--- config.mk ---
export PLATFORM = sky130hd
export DESIGN_NAME = lru_keyed_cache_top_flat
export DESIGN_NICKNAME = d
export VERILOG_FILES = /design/src/hdl/lkc_pkg.sv /design/src/hdl/lkc_req_if.sv /design/src/hdl/lkc_rsp_if.sv /design/src/hdl/lkc_store.sv /design/src/hdl/lru_keyed_cache_top.sv /design/src/flat_wrapper.sv
export SDC_FILE = /design/constraint.sdc
export NUM_CORES = 1
export LEC_CHECK = 0
export ABC_CLOCK_PERIOD_IN_PS = 11600
export BUFFER_PORTS_ARGS = -buffer_cell sky130_fd_sc_hd__buf_2
export CAP_MARGIN = 20
export CELL_PAD_IN_SITES_DETAIL_PLACEMENT = 0
export CELL_PAD_IN_SITES_GLOBAL_PLACEMENT = 1
export CORE_MARGIN = 5
export CORE_UTILIZATION = 50
export CTS_CLUSTER_SIZE = 20
export DETAILED_ROUTE_END_ITERATION = 16
export PLACE_DENSITY_LB_ADDON = 0.1
export SLEW_MARGIN = 20
export SYNTH_ARGS = -nofsm -noshare
export SYNTH_HDL_FRONTEND = slang
export SYNTH_SLANG_ARGS = --single-unit
--- constraint.sdc ---
create_clock -name clk_i -period 11.6 [get_ports clk_i]
set_clock_uncertainty 0.05 [all_clocks]
set_input_delay 2.32 -clock clk_i [delete_from_list [all_inputs] [get_ports clk_i]]
set_output_delay 2.32 -clock clk_i [all_outputs]
set_load 0.01 [all_outputs]
--- src/hdl/lkc_pkg.sv ---
// ----------------------------------------------------------------------------
// lkc_pkg: shared definitions for the keyed LRU cache
// Field widths, default sizes, operation codes and the store write control.
// ----------------------------------------------------------------------------
package lkc_pkg;

  localparam int unsigned NUM_ENTRIES_DEF   = 8;
  localparam int unsigned PAYLOAD_WIDTH_DEF = 32;

  localparam int unsigned KEY_W     = 24;
  localparam int unsigned TIME_W    = 32;
  localparam int unsigned PAY_IO_W  = 32;
  localparam int unsigned SLOT_W    = 3;

  localparam logic OP_LOOKUP = 1'b0;
  localparam logic OP_INSERT = 1'b1;

  // Write enables for one entry of the store; key_we also marks the entry valid.
  typedef struct packed {
    logic key_we;
    logic payload_we;
    logic time_we;
  } lkc_wr_ctl_t;

endpackage

--- src/hdl/lkc_req_if.sv ---
// ----------------------------------------------------------------------------
// lkc_req_if: request channel of the keyed LRU cache
// Valid/ready channel carrying one lookup or insert request.
// ----------------------------------------------------------------------------
interface lkc_req_if;

  logic                         valid;
  logic                         ready;
  logic                         op;
  logic [lkc_pkg::KEY_W-1:0]    key;
  logic [lkc_pkg::PAY_IO_W-1:0] payload_in;
  logic [lkc_pkg::TIME_W-1:0]   now_ms;

  modport source (output valid, output op, output key, output payload_in,
                  output now_ms, input ready);
  modport sink   (input valid, input op, input key, input payload_in,
                  input now_ms, output ready);

endinterface

--- src/hdl/lkc_rsp_if.sv ---
// ----------------------------------------------------------------------------
// lkc_rsp_if: response channel of the keyed LRU cache
// Valid/ready channel carrying one result per request.
// ----------------------------------------------------------------------------
interface lkc_rsp_if;

  logic                         valid;
  logic                         ready;
  logic                         hit;
  logic [lkc_pkg::PAY_IO_W-1:0] payload_out;
  logic [lkc_pkg::SLOT_W-1:0]   slot;
  logic                         evicted;

  modport source (output valid, output hit, output payload_out, output slot,
                  output evicted, input ready);
  modport sink   (input valid, input hit, input payload_out, input slot,
                  input evicted, output ready);

endinterface

--- src/hdl/lkc_store.sv ---
// ----------------------------------------------------------------------------
// lkc_store: entry storage of the keyed LRU cache
// Key, payload and timestamp memories with one registered read port and one
// write port, plus per-entry valid flops cleared at reset.
// ----------------------------------------------------------------------------
module lkc_store #(
  parameter int unsigned NUM_ENTRIES   = lkc_pkg::NUM_ENTRIES_DEF,
  parameter int unsigned PAYLOAD_WIDTH = lkc_pkg::PAYLOAD_WIDTH_DEF,
  localparam int unsigned IDX_W        = $clog2(NUM_ENTRIES)
) (
  input  logic                        clk_i,
  input  logic                        rst_ni,
  input  logic                        rd_en_i,
  input  logic [IDX_W-1:0]            rd_addr_i,
  input  lkc_pkg::lkc_wr_ctl_t        wr_ctl_i,
  input  logic [IDX_W-1:0]            wr_addr_i,
  input  logic [lkc_pkg::KEY_W-1:0]   wr_key_i,
  input  logic [PAYLOAD_WIDTH-1:0]    wr_payload_i,
  input  logic [lkc_pkg::TIME_W-1:0]  wr_time_i,
  output logic                        rd_valid_o,
  output logic [lkc_pkg::KEY_W-1:0]   rd_key_o,
  output logic [PAYLOAD_WIDTH-1:0]    rd_payload_o,
  output logic [lkc_pkg::TIME_W-1:0]  rd_time_o
);
  import lkc_pkg::*;

  logic [NUM_ENTRIES-1:0] valid_q;
  logic                   rd_valid_q;

  logic [KEY_W-1:0]         key_mem  [NUM_ENTRIES];
  logic [PAYLOAD_WIDTH-1:0] pay_mem  [NUM_ENTRIES];
  logic [TIME_W-1:0]        time_mem [NUM_ENTRIES];

  logic [KEY_W-1:0]         rd_key_q;
  logic [PAYLOAD_WIDTH-1:0] rd_pay_q;
  logic [TIME_W-1:0]        rd_time_q;

  always_ff @(posedge clk_i or negedge rst_ni) begin
    if (!rst_ni) begin
      valid_q    <= '0;
      rd_valid_q <= 1'b0;
    end else begin
      if (wr_ctl_i.key_we) begin
        valid_q[wr_addr_i] <= 1'b1;
      end
      if (rd_en_i) begin
        rd_valid_q <= valid_q[rd_addr_i];
      end
    end
  end

  always_ff @(posedge clk_i) begin
    if (wr_ctl_i.key_we) begin
      key_mem[wr_addr_i] <= wr_key_i;
    end
    if (wr_ctl_i.payload_we) begin
      pay_mem[wr_addr_i] <= wr_payload_i;
    end
    if (wr_ctl_i.time_we) begin
      time_mem[wr_addr_i] <= wr_time_i;
    end
    if (rd_en_i) begin
      rd_key_q  <= key_mem[rd_addr_i];
      rd_pay_q  <= pay_mem[rd_addr_i];
      rd_time_q <= time_mem[rd_addr_i];
    end
  end

  assign rd_valid_o   = rd_valid_q;
  assign rd_key_o     = rd_key_q;
  assign rd_payload_o = rd_pay_q;
  assign rd_time_o    = rd_time_q;

  // The walk reads and the final update writes; they never share a cycle.
  a_no_rd_wr_overlap: assert property (@(posedge clk_i) disable iff (!rst_ni)
    rd_en_i |-> !(wr_ctl_i.key_we || wr_ctl_i.payload_we || wr_ctl_i.time_we))
    else $error("store read and write in the same cycle");

  // Key and payload are only ever written together.
  a_key_pay_together: assert property (@(posedge clk_i) disable iff (!rst_ni)
    wr_ctl_i.key_we == wr_ctl_i.payload_we)
    else $error("key and payload write enables differ");

endmodule

--- src/hdl/lru_keyed_cache_top.sv ---
// ----------------------------------------------------------------------------
// lru_keyed_cache_top: fully associative LRU cache keyed by aircraft address
// Usage:
//   req_i carries one request per transfer: op (lookup or insert), a 24-bit
//   key, a payload handle and the current time in ms. rsp_o returns exactly
//   one result per request: hit, payload_out, slot and evicted.
//   A lookup that hits returns the payload and restamps the entry. An insert
//   refreshes a matching entry, else fills the lowest free entry, else
//   evicts the entry with the smallest stamp (lowest index on a tie).
// Timing:
//   One compare unit walks the entries, one per cycle, through the registered
//   read port of the entry store. After the transfer the block walks every
//   entry, then updates the store and the result register. req_i.ready rises
//   in the same cycle that rsp_o.valid does; a request is taken only once the
//   last has its result. The result register lets the next request walk while
//   the last result waits; a stalled rsp_o holds the block at its update step.
// Reset:
//   rst_ni clears all valid bits at once; the block is ready right after.
// ----------------------------------------------------------------------------
module lru_keyed_cache_top #(
  parameter int unsigned NUM_ENTRIES   = lkc_pkg::NUM_ENTRIES_DEF,
  parameter int unsigned PAYLOAD_WIDTH = lkc_pkg::PAYLOAD_WIDTH_DEF
) (
  input  logic         clk_i,
  input  logic         rst_ni,
  lkc_req_if.sink      req_i,
  lkc_rsp_if.source    rsp_o
);
  import lkc_pkg::*;

  localparam int unsigned IDX_W = $clog2(NUM_ENTRIES);

  localparam logic [1:0] ST_IDLE   = 2'd0;
  localparam logic [1:0] ST_WALK   = 2'd1;
  localparam logic [1:0] ST_DECIDE = 2'd2;

  logic [1:0]   st_q, st_d;
  logic [IDX_W:0] iss_q, iss_d;
  logic           cmp_v_q, cmp_v_d;
  logic [IDX_W-1:0] cmp_idx_q, cmp_idx_d;

  // Latched request
  logic                     op_q;
  logic [KEY_W-1:0]         key_q;
  logic [PAYLOAD_WIDTH-1:0] pay_q;
  logic [TIME_W-1:0]        now_q;

  // Walk results
  logic                     match_q, match_d;
  logic [IDX_W-1:0]         match_idx_q, match_idx_d;
  logic [PAYLOAD_WIDTH-1:0] match_pay_q, match_pay_d;
  logic                     free_q, free_d;
  logic [IDX_W-1:0]         free_idx_q, free_idx_d;
  logic [IDX_W-1:0]         min_idx_q, min_idx_d;
  logic [TIME_W-1:0]        min_time_q, min_time_d;

  // Result register
  logic                 out_valid_q, out_valid_d;
  logic                 out_hit_q;
  logic [PAY_IO_W-1:0]  out_pay_q;
  logic [SLOT_W-1:0]    out_slot_q;
  logic                 out_ev_q;

  // Store port
  logic                     rd_en;
  logic                     rd_valid;
  logic [KEY_W-1:0]         rd_key;
  logic [PAYLOAD_WIDTH-1:0] rd_pay;
  logic [TIME_W-1:0]        rd_time;
  lkc_wr_ctl_t              wr_ctl;

  logic                     req_fire;
  logic                     dec_fire;
  logic                     key_eq;
  logic                     older;
  logic                     last_cmp;
  logic [IDX_W-1:0]         sel_idx;
  logic                     sel_hit;
  logic                     sel_ev;
  logic [PAYLOAD_WIDTH+PAY_IO_W-1:0] pay_in_ext;
  logic [PAYLOAD_WIDTH+PAY_IO_W-1:0] pay_out_ext;
  logic [IDX_W+SLOT_W-1:0]           slot_ext;

  assign req_i.ready = (st_q == ST_IDLE);
  assign req_fire    = req_i.valid && req_i.ready;

  assign pay_in_ext = {{PAYLOAD_WIDTH{1'b0}}, req_i.payload_in};

  lkc_store #(
    .NUM_ENTRIES   (NUM_ENTRIES),
    .PAYLOAD_WIDTH (PAYLOAD_WIDTH)
  ) u_store (
    .clk_i        (clk_i),
    .rst_ni       (rst_ni),
    .rd_en_i      (rd_en),
    .rd_addr_i    (iss_q[IDX_W-1:0]),
    .wr_ctl_i     (wr_ctl),
    .wr_addr_i    (sel_idx),
    .wr_key_i     (key_q),
    .wr_payload_i (pay_q),
    .wr_time_i    (now_q),
    .rd_valid_o   (rd_valid),
    .rd_key_o     (rd_key),
    .rd_payload_o (rd_pay),
    .rd_time_o    (rd_time)
  );

  // Shared compare unit: one entry per cycle.
  assign key_eq   = (rd_key == key_q);
  assign older    = (rd_time < min_time_q);
  assign last_cmp = cmp_v_q && (cmp_idx_q == IDX_W'(NUM_ENTRIES - 1));

  assign rd_en = (st_q == ST_WALK) && (iss_q < (IDX_W+1)'(NUM_ENTRIES));

  always_comb begin
    if (match_q) begin
      sel_idx = match_idx_q;
      sel_hit = 1'b1;
      sel_ev  = 1'b0;
    end else if (op_q == OP_LOOKUP) begin
      sel_idx = '0;
      sel_hit = 1'b0;
      sel_ev  = 1'b0;
    end else if (free_q) begin
      sel_idx = free_idx_q;
      sel_hit = 1'b0;
      sel_ev  = 1'b0;
    end else begin
      sel_idx = min_idx_q;
      sel_hit = 1'b0;
      sel_ev  = 1'b1;
    end
  end

  assign dec_fire = (st_q == ST_DECIDE) && (!out_valid_q || rsp_o.ready);

  assign wr_ctl.key_we     = dec_fire && (op_q == OP_INSERT);
  assign wr_ctl.payload_we = dec_fire && (op_q == OP_INSERT);
  assign wr_ctl.time_we    = dec_fire && ((op_q == OP_INSERT) || match_q);

  assign pay_out_ext = {{PAY_IO_W{1'b0}}, match_pay_q};
  assign slot_ext    = {{SLOT_W{1'b0}}, sel_idx};

  always_comb begin
    st_d        = st_q;
    iss_d       = iss_q;
    cmp_v_d     = 1'b0;
    cmp_idx_d   = cmp_idx_q;
    match_d     = match_q;
    match_idx_d = match_idx_q;
    match_pay_d = match_pay_q;
    free_d      = free_q;
    free_idx_d  = free_idx_q;
    min_idx_d   = min_idx_q;
    min_time_d  = min_time_q;
    out_valid_d = out_valid_q;

    if (rsp_o.ready) begin
      out_valid_d = 1'b0;
    end

    case (st_q)
      ST_IDLE: begin
        if (req_fire) begin
          st_d    = ST_WALK;
          iss_d   = '0;
          match_d = 1'b0;
          free_d  = 1'b0;
        end
      end
      ST_WALK: begin
        if (rd_en) begin
          iss_d     = iss_q + 1'b1;
          cmp_v_d   = 1'b1;
          cmp_idx_d = iss_q[IDX_W-1:0];
        end
        if (cmp_v_q) begin
          // Keep the first match and the first hole.
          if (!match_q && rd_valid && key_eq) begin
            match_d     = 1'b1;
            match_idx_d = cmp_idx_q;
            match_pay_d = rd_pay;
          end
          if (!free_q && !rd_valid) begin
            free_d     = 1'b1;
            free_idx_d = cmp_idx_q;
          end
          // Strict compare keeps the lower index on a tie.
          if ((cmp_idx_q == '0) || older) begin
            min_idx_d  = cmp_idx_q;
            min_time_d = rd_time;
          end
        end
        if (last_cmp) begin
          st_d = ST_DECIDE;
        end
      end
      ST_DECIDE: begin
        if (dec_fire) begin
          out_valid_d = 1'b1;
          st_d        = ST_IDLE;
        end
      end
      default: begin
        st_d = ST_IDLE;
      end
    endcase
  end

  always_ff @(posedge clk_i or negedge rst_ni) begin
    if (!rst_ni) begin
      st_q        <= ST_IDLE;
      iss_q       <= '0;
      cmp_v_q     <= 1'b0;
      match_q     <= 1'b0;
      free_q      <= 1'b0;
      out_valid_q <= 1'b0;
    end else begin
      st_q        <= st_d;
      iss_q       <= iss_d;
      cmp_v_q     <= cmp_v_d;
      match_q     <= match_d;
      free_q      <= free_d;
      out_valid_q <= out_valid_d;
    end
  end

  always_ff @(posedge clk_i) begin
    cmp_idx_q   <= cmp_idx_d;
    match_idx_q <= match_idx_d;
    match_pay_q <= match_pay_d;
    free_idx_q  <= free_idx_d;
    min_idx_q   <= min_idx_d;
    min_time_q  <= min_time_d;
    if (req_fire) begin
      op_q  <= req_i.op;
      key_q <= req_i.key;
      pay_q <= pay_in_ext[PAYLOAD_WIDTH-1:0];
      now_q <= req_i.now_ms;
    end
    if (dec_fire) begin
      out_hit_q  <= sel_hit;
      out_slot_q <= slot_ext[SLOT_W-1:0];
      out_ev_q   <= sel_ev;
      out_pay_q  <= ((op_q == OP_LOOKUP) && match_q) ? pay_out_ext[PAY_IO_W-1:0] : '0;
    end
  end

  assign rsp_o.valid       = out_valid_q;
  assign rsp_o.hit         = out_hit_q;
  assign rsp_o.payload_out = out_pay_q;
  assign rsp_o.slot        = out_slot_q;
  assign rsp_o.evicted     = out_ev_q;

  a_cmp_in_walk: assert property (@(posedge clk_i) disable iff (!rst_ni)
    cmp_v_q |-> (st_q == ST_WALK))
    else $error("compare data outside the walk");

  a_evict_only_full: assert property (@(posedge clk_i) disable iff (!rst_ni)
    (dec_fire && sel_ev) |-> (!free_q && !match_q && (op_q == OP_INSERT)))
    else $error("eviction with a free or matching entry");

  a_evict_not_hit: assert property (@(posedge clk_i) disable iff (!rst_ni)
    rsp_o.valid |-> !(rsp_o.evicted && rsp_o.hit))
    else $error("result both hit and evicted");

  a_miss_zero_payload: assert property (@(posedge clk_i) disable iff (!rst_ni)
    (rsp_o.valid && !rsp_o.hit) |-> (rsp_o.payload_out == '0))
    else $error("payload on a miss");

  a_issue_bound: assert property (@(posedge clk_i) disable iff (!rst_ni)
    iss_q <= (IDX_W+1)'(NUM_ENTRIES))
    else $error("walk ran past the last entry");

endmodule
--- src/flat_wrapper.sv ---
// flat-port wrapper written by rule: the top's interface ports become plain ports
module lru_keyed_cache_top_flat import lkc_pkg::*;
#(
  parameter int unsigned NUM_ENTRIES   = lkc_pkg::NUM_ENTRIES_DEF,
  parameter int unsigned PAYLOAD_WIDTH = lkc_pkg::PAYLOAD_WIDTH_DEF
)
  (clk_i, rst_ni, req_i_valid, req_i_op, req_i_key, req_i_payload_in, req_i_now_ms, req_i_ready, rsp_o_valid, rsp_o_hit, rsp_o_payload_out, rsp_o_slot, rsp_o_evicted, rsp_o_ready);
  lkc_req_if req_i_i ();
  lkc_rsp_if rsp_o_i ();
  input  logic clk_i;
  input  logic rst_ni;
  input wire logic [$bits(req_i_i.valid)-1:0] req_i_valid;
  input wire logic [$bits(req_i_i.op)-1:0] req_i_op;
  input wire logic [$bits(req_i_i.key)-1:0] req_i_key;
  input wire logic [$bits(req_i_i.payload_in)-1:0] req_i_payload_in;
  input wire logic [$bits(req_i_i.now_ms)-1:0] req_i_now_ms;
  output wire logic [$bits(req_i_i.ready)-1:0] req_i_ready;
  output wire logic [$bits(rsp_o_i.valid)-1:0] rsp_o_valid;
  output wire logic [$bits(rsp_o_i.hit)-1:0] rsp_o_hit;
  output wire logic [$bits(rsp_o_i.payload_out)-1:0] rsp_o_payload_out;
  output wire logic [$bits(rsp_o_i.slot)-1:0] rsp_o_slot;
  output wire logic [$bits(rsp_o_i.evicted)-1:0] rsp_o_evicted;
  input wire logic [$bits(rsp_o_i.ready)-1:0] rsp_o_ready;
  assign req_i_i.valid = req_i_valid;
  assign req_i_i.op = req_i_op;
  assign req_i_i.key = req_i_key;
  assign req_i_i.payload_in = req_i_payload_in;
  assign req_i_i.now_ms = req_i_now_ms;
  assign req_i_ready = req_i_i.ready;
  assign rsp_o_valid = rsp_o_i.valid;
  assign rsp_o_hit = rsp_o_i.hit;
  assign rsp_o_payload_out = rsp_o_i.payload_out;
  assign rsp_o_slot = rsp_o_i.slot;
  assign rsp_o_evicted = rsp_o_i.evicted;
  assign rsp_o_i.ready = rsp_o_ready;
  lru_keyed_cache_top #(.NUM_ENTRIES(NUM_ENTRIES), .PAYLOAD_WIDTH(PAYLOAD_WIDTH)) u_core (.clk_i(clk_i), .rst_ni(rst_ni), .req_i(req_i_i), .rsp_o(rsp_o_i));
endmodule
# [After elaboration in Yosys (flattened, before gate mapping)]
# Memories as Yosys holds them, arrays and structs flattened. A register that Yosys moved wholly into a read port is not among the register bits.
# Index checks and enable logic that the tools add are counted.
[totals] ff_bits=221 word_cells=106 ramBits=704 out_inout_bits=39 mem_count=3 in_bits=93
[op_classes] add_sub_neg=1 mux=32 bitwise=2 n_reduce_logical=30 magnitude_cmp=5 n_eq_ne=11
[mem_list] name="u_core.u_store.pay_mem" depth=8 width=32 read_ports=1 rd_ports_with_merged_regs=1 write_ports=1 line="lkc_store.sv:31" source="logic [PAYLOAD_WIDTH-1:0] pay_mem [NUM_ENTRIES];"
[mem_list] name="u_core.u_store.time_mem" depth=8 width=32 read_ports=1 rd_ports_with_merged_regs=1 write_ports=1 line="lkc_store.sv:32" source="logic [TIME_W-1:0] time_mem [NUM_ENTRIES];"
[mem_list] name="u_core.u_store.key_mem" depth=8 width=24 read_ports=1 rd_ports_with_merged_regs=1 write_ports=1 line="lkc_store.sv:30" source="logic [KEY_W-1:0] key_mem [NUM_ENTRIES];"
[op_table] op="32-bit < comparator" n=1
[op_table] op="24-bit == test" n=1
[op_table] op="1-bit two-way mux" n=18
[op_table] op="3-bit AND reduction" n=5
[op_table] op="1-bit logical AND" n=11
[op_table] op="3-bit two-way mux" n=3
[op_table] op="3-bit by 4-bit < comparator with 1-bit output (second input constant)" n=2
[op_table] op="4-bit two-way mux" n=2
[op_table] op="2-bit by 1-bit != test with 1-bit output (second input constant)" n=4
[op_table] op="8-bit OR" n=1
[op_table] op="4-bit one-hot mux with 2 select lines" n=1
[op_table] op="4-bit AND reduction" n=2
[op_table] op="2-bit two-way mux" n=3
[op_table] op="2-bit != test (second input constant)" n=3
[op_table] op="2-bit one-hot mux with 3 select lines" n=1
[op_table] op="4-bit by 1-bit adder with 4-bit output (second input constant)" n=1
[op_table] op="1-bit logical NOT" n=4
[op_table] op="4-bit < comparator (second input constant)" n=1
[op_table] op="1-bit one-hot mux with 2 select lines" n=2
[op_table] op="1-bit binary-select mux with 3-bit select" n=1
[op_table] op="1-bit demux with 3-bit select" n=1
[op_table] op="3-bit == test (second input constant)" n=1
[op_table] op="3-bit by 1-bit >= comparator with 1-bit output (second input constant)" n=1
[op_table] op="3-bit logical NOT" n=1
[op_table] op="other kinds (8)" n=10

# [Depth between registers and ports, before layout]
# Gate-level depths: netlist (run 1).
[logic_depth] ltp_word=8 ltp_mapped=7

# [Hierarchy]
# A second synthesis (run 1) with hierarchy kept.
[unflattened] cells_unflattened=1604 hier_area_um2=37392.1
[by_module_without_submodules] mod="lkc_store" area_each_um2=29530.8 cells_per_inst=1165 n_inst=1 seq_area_each_um2=24008.0
[by_module_without_submodules] mod="lru_keyed_cache_top" area_each_um2=7861.3 cells_per_inst=439 n_inst=1 seq_area_each_um2=6316.1

# [Least setup slack after synthesis (run 1)]
# No wires, ideal clock.
[synth_path] path_kind="in2reg" from="input rsp_o_ready" to="memory u_core.u_store.key_mem[3][0], enable pin" path_stages=4 required_time_ns=11.079 arrival_ns=7.088 setup_slack_ns=3.991 cell_sequence="nand2b_1 nor2b_1 nand3_1 nor2_1"
[synth_between] elab_chain_cells=5
[synth_lines] element="from (decl)" line="flat_wrapper.sv:23" source="input wire logic [$bits(rsp_o_i.ready)-1:0] rsp_o_ready;"
[synth_lines] element="1-bit logical OR" line="lru_keyed_cache_top.sv:135" source="assign dec_fire = (st_q == ST_DECIDE) && (!out_valid_q || rsp_o.ready);"
[synth_lines] element="1-bit logical AND" line="lru_keyed_cache_top.sv:135"
[synth_lines] element="named net u_core.dec_fire" line="lru_keyed_cache_top.sv:73" source="logic dec_fire;"
[synth_lines] element="1-bit logical AND" line="lru_keyed_cache_top.sv:137" source="assign wr_ctl.key_we = dec_fire && (op_q == OP_INSERT);"
[synth_lines] element="1-bit two-way mux" line="lkc_store.sv:53" source="if (wr_ctl_i.key_we) begin"
[synth_lines] element="1-bit two-way mux (implied by the code)" line="lkc_store.sv:54" source="key_mem[wr_addr_i] <= wr_key_i;"
[synth_lines] element="to (decl)" line="lkc_store.sv:30"
# The timed path passes the listed nets, and every way through them passes these cells.

# [Worst setup path after layout (run 1)]
[layout_path] from="input rsp_o_ready" to="memory u_core.u_store.pay_mem[4][4] (netlist name), enable pin"
[layout_between] elab_chain_cells=5
[layout_lines] element="1-bit logical OR" line="lru_keyed_cache_top.sv:135"
[layout_lines] element="1-bit logical AND" line="lru_keyed_cache_top.sv:135"
[layout_lines] element="named net u_core.dec_fire" line="lru_keyed_cache_top.sv:73"
[layout_lines] element="1-bit logical AND" line="lru_keyed_cache_top.sv:138" source="assign wr_ctl.payload_we = dec_fire && (op_q == OP_INSERT);"
[layout_lines] element="1-bit two-way mux" line="lkc_store.sv:56" source="if (wr_ctl_i.payload_we) begin"
[layout_lines] element="1-bit two-way mux (implied by the code)" line="lkc_store.sv:57" source="pay_mem[wr_addr_i] <= wr_payload_i;"
[layout_lines] element="to (decl)" line="lkc_store.sv:31"
# The timed path passes the listed nets, and every way through them passes these cells.

==> metrics.md, run 1 <==
| Metric | Value |
|---|---|
| Simple-gate share of the synthesized area | `under 10%` |
| Fin Hold WS | `roughly 0.37 ns` |
| Post-synthesis adder-cell area fraction | `1.07%` |
| PwrDens | `233 nW/um2` |
| Nets | `just under 2000` |
| Max cap viols | `0` |
| Filler cell count | `roughly 5400` |
| Row Count | `100` |
| Seq. cell area | `30300 um2` |
| Leakage power | `between 0.01 and 0.015 uW` |
| Maximum VDD drop | `around 0.00017 V` |
| Worst slew margin | `27.1%` |
| Syn Area/Cell | `23.4 um2` |
| Fmax | `roughly 0.21 GHz` |
| IO Count | `~130` |
| CP Data Arrival Time | `roughly 5 ns` |
| Post-CTS Repair Setup Buffers | `0` |
| Most common cell after layout, fill and taps aside | `edfxtp_1` |
| Crit-path most repeated cell | `buf_4` |
| Primary FF master, synth | `edfxtp_1` |
| Switching Fraction | `between 20% and 30%` |
| Sw Pwr | `2600 uW` |
| Async S/R FF share, synth | `around 1.9%` |
| #FFs+latches synth | `approximately 1000` |
| Area Overhead vs Synth | `14.7%` |
| Post-synthesis cell area | `37300 um2` |
| Post_cts resized | `0` |
| Setup violators final | `0` |
| Hold crit path type | `reg2reg` |
| Critical path's slowest cell | `buf_4` |
| Num Clock Sinks | `1013` |
| Run status | `finished, final reports clean` |
| GRT overflow | `0` |
| Crit-path max FO | `44` |
| Worst-margin pin slew | `1.09 ns` |
| Layout cell share with drive strength beyond 1 | `between 30% and 40%` |
| Vias in the first global route | `17082` |
| Clk root buf | `clkbuf_16` |
| Max clock buf depth | `3` |
| Dpl hpwl | `a little under 40 mm` |
| GRT Total Usage | `18.0%` |
| Via density | `5.56` |
| Dominant cells by area after synthesis | `edfxtp_1, mux4_2, mux2_2` |
| Routed WL | `72.2 mm` |
| Initial antenna violation count | `1` |
| Post-DRT Antenna Nets | `0` |
| Die width | `around 280 um` |
| Final min period | `between 4 and 5 ns` |
| Final period util | `41.3%` |
| Initial Utilization | `50.3%` |
| Routed length per placed instance | `around 25 um` |
| First-pass GRT wire length | `109 mm` |
| Die area | `80100 um2` |
| Setup crit end kind | `register` |
| Internal power | `~7400 uW` |
| Pre-antenna DRT Iters | `7` |
| Post-synth EDFFs | `around 990` |
| Commonest non-fill, non-tap cells in the layout | `edfxtp_1, mux4_2, buf_2, clkbuf_16, mux2_2` |
| Yosys warns | `0` |
| Worst path cell trace | `buf_2 -> nand2b_1 -> nor2b_4 -> buf_4 -> nand3_1 -> nor2_4 -> buf_4` |
| Nature of the critical path startpoint | `input port` |
| Setup CP Type | `in2reg` |
| Cts hold-fix bufs | `0` |
| Setup TNS | `0 ns` |
| Netlist cell types | `42` |
| Xor/xnor share of the synthesized area | `less than 1%` |
| Mux share of post-synthesis cell area | `a little over an eighth` |
| Total power | `about 10000 uW` |
| Multi-input logic area | `between 6000 and 7000 um2` |
| DR iter-0 viols | `between 1000 and 1500` |
| CTS Buf Count | `around 100` |
| Largest net degree at the start of global routing | `a little under 70` |
| Worst path max stage delay | `around 0.69 ns` |
| Drc violations | `0` |
| Clk slew on worst S/H paths | `around 0.06 ns` |
| Fin. Hold Viols | `0` |
| Compound-Gate Fraction of Synth Area | `less than 1%` |
| Area share of the largest cell type after synthesis | `about four fifths` |
| Worst-Skew Late Latency | `between 0.6 and 0.7 ns` |
| Mapped Cells | `roughly 1600` |
| Fin cells | `roughly 2900` |
| CTS tree | `built` |
| Placed instance count | `~2700` |
| Main combinational cell family by area after synthesis | `multiplexers` |
| Total core area | `between 70000 and 80000 um2` |
| DR vias | `about 16000` |
| Sequential power share | `approximately half` |
| Port buffer count | `131` |
| Die Ht | `roughly 280 um` |
| Mapped Nets | `around 1700` |
| Sequential share of the synthesized area | `81.3%` |
| Worst Path Required | `around 12 ns` |
| Clk pwr share | `32.3%` |
| Post-synth top area cell | `edfxtp_1` |
| Final slew viol count | `0` |
| RePlAce Congestion | `around 0.73` |
| Final Core Density | `between 50% and 60%` |
| N_diodes | `0` |
| CTS H-tree depth | `3` |
| RSZ-0062 raised after global routing | `no` |
| Logic pwr share | `between 15 and 20%` |
[power groups by stage]
stage / Clock, uW / Sequential, uW / Combinational [uW]
after floorplan: 0 / 4840 / 1450
after global placement: 0 / 5020 / 1850
after detailed placement: 0 / 5030 / 1870
after CTS: 3300 / 4960 / 1880
after global routing: 3470 / 5000 / 2000
final: 3220 / 4940 / 1820
[final timing paths]
| check | startpoint | end | slack (ns) | cells past startpoint |
|---|---|---|---|---|
| worst max-delay path | rsp_o_ready | u_core.u_store.pay_mem[4][4] | 6.81 | 7 |
| worst min-delay path | u_core.u_store.rd_payload_o[22] | u_core.match_pay_q[22] | 0.37 | 0 |
| worst max register to register | u_core.iss_q[1] | u_core.u_store.rd_payload_o[4] | 7.69 | 4 |
| worst min register to register | u_core.u_store.rd_payload_o[22] | u_core.match_pay_q[22] | 0.37 | 0 |
| max in group asynchronous | rst_ni | u_core.iss_q[2] | 9.52 | 1 |
| min in group asynchronous | rst_ni | u_core.u_store.valid_q[6] | 1.60 | 1 |
[Yosys cell counts (all sizes together), types with 19 or more instances]
cell / number
buf: 22
clkbuf: 32
xor2: 20
and2: 32
inv: 33
mux4: 178
nor2: 31
mux2: 89
nand2: 22
ha: 32
edfxtp: 994
dfrtp: 19
[through the flow]
| step | instance area (um2) | setup WS [ns] |
|---|---|---|
| 2_1_floorplan | 37300 | 3.99 |
| 3_3_place_gp | 39200 | 6.15 |
| 3_5_place_dp | 39400 | 6.08 |
| 4_1_cts | 42700 | 6.76 |
| 5_1_grt | 42800 | 6.63 |
| 6_report | 42800 | 6.81 |
[per-layer routing]
layer	routed length, um	share of wire, %	global-route usage, %	vias to the layer above
met5	0	0	0	-
met4	1360	1.9	4.67	0
met3	2550	3.5	2.64	102
met2	37100	51	31.0	284
met1	31200	43	24.7	8515
li1	-	-	-	7013
[sequential cells by signal, indices dropped and copies added (netlist names), 4 cells and up]
| signal | flops |
|---|---|
| u_core.iss_q | 4 |
| u_core.key_q | 24 |
| u_core.match_pay_q | 32 |
| u_core.min_time_q | 32 |
| u_core.now_q | 32 |
| u_core.pay_q | 32 |
| u_core.rsp_o.payload_out | 32 |
| u_core.u_store.key_mem | 192 |
| u_core.u_store.pay_mem | 256 |
| u_core.u_store.rd_key_o | 24 |
| u_core.u_store.rd_payload_o | 32 |
| u_core.u_store.rd_time_o | 32 |
| u_core.u_store.time_mem | 256 |
| u_core.u_store.valid_q | 8 |
[cell type report]
cell class	instances	share of cell area, %
multi-input cells	493	15.8
well taps	969	2.83
repair buffers	161	2.38
flip-flops and latches	1013	70.9
clock buffers	136	6.55
clock inverters	59	1.27
inverters	33	0.295
[worst max-delay path: cells and delay by family]
kind	cells	cell delay, ns
AND/OR/NAND/NOR	4	1.27
buffers and inverters	3	1.33
[logic make-up after synthesis]
logic type	count (synthesis)
AOI/OAI and AO/OA	40
xor gates and xnor gates	25
adders and majority gates	32
buffers and inverters	87
DFF	1013
muxes	271
and+or+nand+nor	125
Note: power is estimated with default switching activity, not from simulation.
==> run 2: changes to the inputs <==
Settings changed: ABC_AREA set to 1, ABC_CLOCK_PERIOD_IN_PS 11600 to 4930.
Clock period 11.6 ns to 4.93 ns, I/O delays scaled along.
==> metrics.md, run 2 <==
| Metric | Value |
|---|---|
| Placed inst area | `40000 um2 (was 39400 um2)` |
| Post-synthesis cell area | `38200 um2 (was 37300 um2)` |
| GRT Total Usage | `19.9% (was 18.0%)` |
| Met3 Use GR | `3.02% (was 2.64%)` |
| Post-synth top area cell | `edfxtp_1 (unchanged)` |
| Vias in the first global route | `21329 (was 17082)` |
| GR peak layer | `met2 (unchanged)` |
| Async S/R FF share, synth | `1.88% (unchanged)` |
| Commonest non-fill, non-tap cells in the layout | `edfxtp_1, nor2_1, o21ai_0, buf_2, inv_1 (was edfxtp_1, mux4_2, buf_2, clkbuf_16, mux2_2)` |
| Port buffer count | `131 (unchanged)` |
| Worst slew margin | `30.0% (was 27.1%)` |
| CTS tree | `built (unchanged)` |
| Initial Utilization | `50.4% (was 50.3%)` |
| Crit-path max FO | `46 (was 44)` |
| Die width | `287 um (was 283 um)` |
| PwrDens | `393 nW/um2 (was 233 nW/um2)` |
| Syn Area/Cell | `14.2 um2 (was 23.4 um2)` |
| Worst-Skew Late Latency | `0.65 ns (was 0.64 ns)` |
| Post-synth EDFFs | `994 (unchanged)` |
| CTS Buf Count | `102 (was 103)` |
| Setup crit end kind | `register (unchanged)` |
| Dpl hpwl | `43.2 mm (was 39.3 mm)` |
| Clk slew on worst S/H paths | `0.06 ns (about the same)` |
| DR vias | `21347 (was 15914)` |
| Routed length per placed instance | `21.2 um (was 25.2 um)` |
| Nature of the critical path startpoint | `register (was input port)` |
| #FFs+latches synth | `1013 (unchanged)` |
| Final min period | `roughly 2.9 ns` |
| Sequential share of the synthesized area | `79.3% (was 81.3%)` |
| RePlAce Congestion | `0.796 (was 0.730)` |
| Top Registers | `u_core.u_store.pay_mem x256, u_core.u_store.time_mem x256, u_core.u_store.key_mem x192 (unchanged)` |
| Die area | `82100 um2 (was 80100 um2)` |
| Row Count | `101 (was 100)` |
| GRT overflow | `0 (unchanged)` |
| Worst reg-to-reg path cell count | `6 (was 4)` |
| Reg2reg start | `u_core.iss_q[1] (unchanged)` |
| CTS H-tree depth | `3 (unchanged)` |
| Total core area | `75800 um2 (was 74200 um2)` |
| M2 GR Usage | `33.7% (was 31.0%)` |
| Largest net degree at the start of global routing | `167 (was 69)` |
| Num Clock Sinks | `1013 (unchanged)` |
| Clk root buf | `clkbuf_16 (unchanged)` |
| Worst-margin pin slew | `1.05 ns (was 1.09 ns)` |
| Mapped Cells | `2692 (was 1593)` |
| Dominant cells by area after synthesis | `edfxtp_1, nor2_1, o21ai_0 (was edfxtp_1, mux4_2, mux2_2)` |
| Run status | `finished, final reports clean (unchanged)` |
| Setup TNS | `0 ns (unchanged)` |
| Area Overhead vs Synth | `13.3% (was 14.7%)` |
| Layout cell share with drive strength beyond 1 | `12.0% (was 32.2%)` |
| Post-DRT Antenna Nets | `0 (unchanged)` |
| Via density | `5.49 (was 5.56)` |
| Synth top cells by count | `edfxtp_1, nor2_1, o21ai_0 (was edfxtp_1, mux4_2, mux2_2)` |
| DR iter-0 viols | `1709 (was 1190)` |
| Fin. Hold Viols | `0 (unchanged)` |
| Area share of the largest cell type after synthesis | `78.1% (was 80.0%)` |
| RSZ-0062 raised after global routing | `no (unchanged)` |
| Netlist cell types | `34 (was 42)` |
| Leakage power | `0.0144 uW (was 0.0141 uW)` |
| Routed WL | `82.4 mm (was 72.2 mm)` |
| Max clock buf depth | `3 (unchanged)` |
| IO Count | `132 (unchanged)` |
| Fin Hold WS | `0.241 ns (was 0.366 ns)` |
| Post-CTS Repair Setup Buffers | `0 (unchanged)` |
| Maximum VDD drop | `0.000293 V (was 0.000174 V)` |
| Placed instance count | `3699 (was 2666)` |
| Initial antenna violation count | `0 (was 1)` |
| Max cap viols | `0 (unchanged)` |
| Yosys warns | `0 (unchanged)` |
| Most common cell after layout, fill and taps aside | `edfxtp_1 (unchanged)` |
| Mapped Nets | `2817 (was 1718)` |
| Filler cell count | `6001 (was 5404)` |
| Final period util | `between 50% and 60%` |
| Nets | `2950 (was 1930)` |
| Hold crit path type | `in2async (was reg2reg)` |
| Fmax | `~0.34 GHz` |
| R2R setup slack | `2.00 ns (was 7.69 ns)` |
| Primary FF master, synth | `edfxtp_1 (unchanged)` |
| Cts hold-fix bufs | `0 (unchanged)` |
| Setup CP Type | `reg2reg (was in2reg)` |
| Fin cells | `3885 (was 2864)` |
| N_diodes | `0 (unchanged)` |
| RR Endpoint | `u_core.u_store.rd_payload_o[13] (was u_core.u_store.rd_payload_o[4])` |
| Post_cts resized | `0 (unchanged)` |
| Final WS setup | `2.00 ns (was 6.81 ns)` |
| Top-count cell post-synth | `edfxtp_1 (unchanged)` |
| Final Cell Area | `43300 um2 (was 42800 um2)` |
| CP Data Arrival Time | `3.36 ns (was 5.00 ns)` |
| Setup violators final | `0 (unchanged)` |
| Pre-antenna DRT Iters | `7 (unchanged)` |
| First-pass GRT wire length | `126 mm (was 109 mm)` |
| Die Ht | `287 um (was 283 um)` |
| Setup crit start | `u_core.iss_q[1] (was rsp_o_ready)` |
| Dpl ws | `1.45 ns (was 6.08 ns)` |
| Drc violations | `0 (unchanged)` |
| GR Util met1 | `27.5% (was 24.7%)` |
| Worst Path Required | `5.36 ns (was 11.81 ns)` |
| Final slew viol count | `0 (unchanged)` |
## run 2: cell count changes in the layout (fill, tap and decap cells not counted), sizes merged, moves of 81 or more
cell and change:
o22ai +92, mux2 -89, a31oi +89, o21ai +370, nor2 +673, inv +81, mux4 -178
## run 2: kinds of logic after synthesis
kind of cell / share of synthesized area, %
compound gates: 8.43
xor+xnor: 0.137
fa+ha+maj: 1.05
buf+inv: 3.14
flops: 79.3
simple gates: 7.93
## run 2: through the flow
step	util, %	power, uW
finish	57.1	17000
global route	57.1	17600
CTS	57.1	17200
detailed placement	52.7	9540
global placement	52.7	9540
floorplan	-	9500
## run 2: layout make-up
| cell class | count | area, um2 | share of cell area, % |
|---|---|---|---|
| multi-input cells | 1422 | 6860 | 15.8 |
| clock inverters | 61 | 632 | 1.46 |
| flip-flops and latches | 1013 | 30300 | 70.1 |
| clock buffers | 125 | 2700 | 6.24 |
| well taps | 978 | 1220 | 2.83 |
| inverters | 116 | 453 | 1.05 |
| repair buffers | 170 | 1100 | 2.54 |
## run 2: routing by layer
layer  vias to the layer above  part of all wire, %
met3                       120                  4.7
met2                       503                   49
li1                      10054                    -
met4                         0                  2.1
met1                     10670                   44
met5                         -                    0
## run 2: worst max path at each step
stage	end	slack, ns	cells past startpoint
4_1_cts	u_core.u_store.rd_payload_o[13]	2.01	6
3_5_place_dp	u_core.u_store.pay_mem[2][16]	1.45	6
6_report	u_core.u_store.rd_payload_o[13]	2.00	6
2_1_floorplan	u_core.u_store.time_mem[5][0]	0.31	4
3_3_place_gp	u_core.u_store.pay_mem[2][14]	1.47	6
5_1_grt	u_core.u_store.rd_key_o[18]	1.78	6
## run 2: power breakdown
part	leakage (uW)	internal, uW	switching (uW)
sequential	0.00914	9320	0.0000000000000174
clock	0.00162	4560	3120
combinational	0.00364	25.2	16.8
total	0.0144	13900	3130
## run 2: worst max-delay path, cell delays in order, from the launching register on
cell and delay (ns):
dfrtp_4 0.74, buf_4 0.64, buf_4 0.62, o21ai_0 0.20, o22ai_1 0.19, nor2_1 0.06
a31oi_1 0.19
==> run 3: changes to the inputs <==
Settings changed: ABC_CLOCK_PERIOD_IN_PS 4930 to 2880.
Clock period 4.93 ns to 2.88 ns, I/O delays scaled along.
==> metrics.md, run 3 (same netlist as run 2, synthesis figures left out) <==
| Metric | Value |
|---|---|
| Nets | `3012 (was 2950)` |
| Die area | `82100 um2 (unchanged)` |
| Pre-antenna DRT Iters | `5 (was 7)` |
| Crit-path max FO | `11 (was 46)` |
| Final slew viol count | `0 (unchanged)` |
| Internal power | `23800 uW (was 13900 uW)` |
| Clk pwr share | `45.2% (was 45.0%)` |
| PwrDens | `663 nW/um2 (was 393 nW/um2)` |
| Top Registers | `u_core.u_store.pay_mem x256, u_core.u_store.time_mem x256, u_core.u_store.key_mem x192 (unchanged)` |
| Via density | `5.50 (was 5.49)` |
| Switching Fraction | `18.9% (was 18.4%)` |
| Nature of the critical path startpoint | `register (unchanged)` |
| Fmax | `0.411 GHz (was 0.342 GHz)` |
| Area Overhead vs Synth | `15.6% (was 13.3%)` |
| Fin. Hold Viols | `0 (unchanged)` |
| Vias in the first global route | `21903 (was 21329)` |
| First-pass GRT wire length | `131 mm (was 126 mm)` |
| Routed length per placed instance | `21.7 um (was 21.2 um)` |
| Commonest non-fill, non-tap cells in the layout | `edfxtp_1, nor2_1, o21ai_0, buf_2, clkbuf_16 (was edfxtp_1, nor2_1, o21ai_0, buf_2, inv_1)` |
| Die width | `287 um (unchanged)` |
| Routed WL | `85.8 mm (was 82.4 mm)` |
| CTS H-tree depth | `3 (unchanged)` |
| RePlAce Congestion | `0.785 (was 0.796)` |
| Leakage power | `0.0148 uW (was 0.0144 uW)` |
| DR iter-0 viols | `1693 (was 1709)` |
| Worst-Skew Late Latency | `0.66 ns (was 0.65 ns)` |
| Layout cell share with drive strength beyond 1 | `13.7% (was 12.0%)` |
| Setup crit end kind | `register (unchanged)` |
| Die Ht | `287 um (unchanged)` |
| GRT overflow | `0 (unchanged)` |
| Hold crit path type | `in2reg (was in2async)` |
| Max clock buf depth | `3 (unchanged)` |
| Clk root buf | `clkbuf_16 (unchanged)` |
| Run status | `finished, final reports clean (unchanged)` |
| CTS Buf Count | `105 (was 102)` |
| Final min period | `2.43 ns (was 2.93 ns)` |
| Port buffer count | `131 (unchanged)` |
| GRT Total Usage | `20.7% (was 19.9%)` |
| Maximum VDD drop | `0.000483 V (was 0.000293 V)` |
| Worst slew margin | `39.7% (was 30.0%)` |
| CTS tree | `built (unchanged)` |
| Initial Utilization | `50.4% (unchanged)` |
| Initial antenna violation count | `1 (was 0)` |
| Row Count | `101 (unchanged)` |
| Most common cell after layout, fill and taps aside | `edfxtp_1 (unchanged)` |
| Worst Path Required | `3.19 ns (was 5.36 ns)` |
| Worst-margin pin slew | `0.905 ns (was 1.05 ns)` |
| DR vias | `21720 (was 21347)` |
| Setup TNS | `0 ns (unchanged)` |
| IO Count | `132 (unchanged)` |
| Total core area | `75800 um2 (unchanged)` |
| Dpl hpwl | `48.0 mm (was 43.2 mm)` |
| CP Data Arrival Time | `2.75 ns (was 3.36 ns)` |
| Setup CP Type | `reg2reg (unchanged)` |
| Drc violations | `0 (unchanged)` |
| Sequential power share | `54.5% (was 54.7%)` |
| Setup violators final | `0 (unchanged)` |
| Max cap viols | `0 (unchanged)` |
| Logic pwr share | `0.3% (was 0.2%)` |
| Placed instance count | `3740 (was 3699)` |
| Fin cells | `3949 (was 3885)` |
| Num Clock Sinks | `1013 (unchanged)` |
| Post-DRT Antenna Nets | `0 (unchanged)` |
| Clk slew on worst S/H paths | `0.06 ns (about the same)` |
| RSZ-0062 raised after global routing | `no (unchanged)` |
| Sw Pwr | `5520 uW (was 3130 uW)` |
| Final period util | `84.4% (was 59.4%)` |
| N_diodes | `0 (unchanged)` |
| Largest net degree at the start of global routing | `106 (was 167)` |
## run 3: cell count changes in the layout (fill, tap and decap cells not counted), sizes merged
cell / change
clkbuf: +5
dlygate4sd3: +18
clkinvlp: +3
clkinv: -1
buf: +41
inv: +1
bufinv: -3
## run 3: power groups by stage
stage | Clock (uW) | Combinational (uW) | Sequential [uW]
after CTS | 13500 | 95.5 | 16000
after global routing | 14200 | 104 | 15900
after detailed placement | 0 | 75.6 | 16300
final | 13200 | 94.6 | 16000
after floorplan | 0 | 0.0270 | 16300
after global placement | 0 | 75.2 | 16300
## run 3: layout make-up
class | count | area, um2
inverter | 116 | 454
sequential | 1013 | 30300
timing repair buffer | 229 | 1920
multi-input combinational | 1422 | 6870
fill | 5931 | 31600
clock inverter | 61 | 591
tap | 978 | 1220
clock buffer | 130 | 2780
## run 3: worst paths after layout
check                                           endpoint  slack, ns                       startpoint  cells after the start
hold / removal                           u_core.pay_q[1]       0.04              req_i_payload_in[1]                      1
setup reg to reg           u_core.u_store.key_mem[2][13]       0.45                   u_core.match_q                     10
max in group asynchronous                u_core.iss_q[0]       1.96                           rst_ni                      2
setup / recovery           u_core.u_store.key_mem[2][13]       0.45                   u_core.match_q                     10
hold reg to reg                   u_core.match_pay_q[31]       0.37  u_core.u_store.rd_payload_o[31]                      0
min in group asynchronous             u_core.rsp_o.valid       0.40                           rst_ni                      2
## run 3: worst max-delay path, cell delays in order, from the launching register on
cell	delay, ns
dfrtp_1	0.45
nor2_2	0.14
inv_2	0.05
nor2_1	0.08
o21ai_1	0.09
o21ai_2	0.12
inv_2	0.05
nor2_2	0.10
nand2_1	0.15
nor2_4	0.56
buf_4	0.29
## run 3: through the flow
| stage | area, um2 | setup WS [ns] | utilization (%) | total power [uW] | hold WS [ns] |
|---|---|---|---|---|---|
| after CTS | 44200 | 0.433 | 58.3 | 29600 | 0.000261 |
| after global placement | 40600 | 0.449 | 53.6 | 16300 | 0.353 |
| after floorplan | 38400 | -0.0350 | - | 16300 | 0.230 |
| final | 44200 | 0.449 | 58.3 | 29300 | 0.0416 |
| after detailed placement | 40600 | 0.442 | 53.6 | 16300 | 0.355 |
| after global routing | 44200 | 0.312 | 58.3 | 30200 | 0.00516 |
## run 3: what timing repair did
| action | 4_1_cts | 5_1_grt |
|---|---|---|
| gates resized for setup | 0 | 0 |
| endpoints found under the setup margin | 0 | 0 |
| hold buffers | 18 | 0 |
| setup buffers | 0 | 0 |
| hold endpoints to repair | 36 | 0 |
## run 3: metal layers
layer / vias up / routed length [um] / global-route usage, % / part of all wire [%]
li1: 10191 / - / - / -
met3: 132 / 3610 / 3.05 / 4.2
met2: 501 / 42400 / 35.0 / 49
met4: 0 / 2010 / 5.34 / 2.3
met5: - / 0 / 0 / 0
met1: 10896 / 37700 / 28.6 / 44
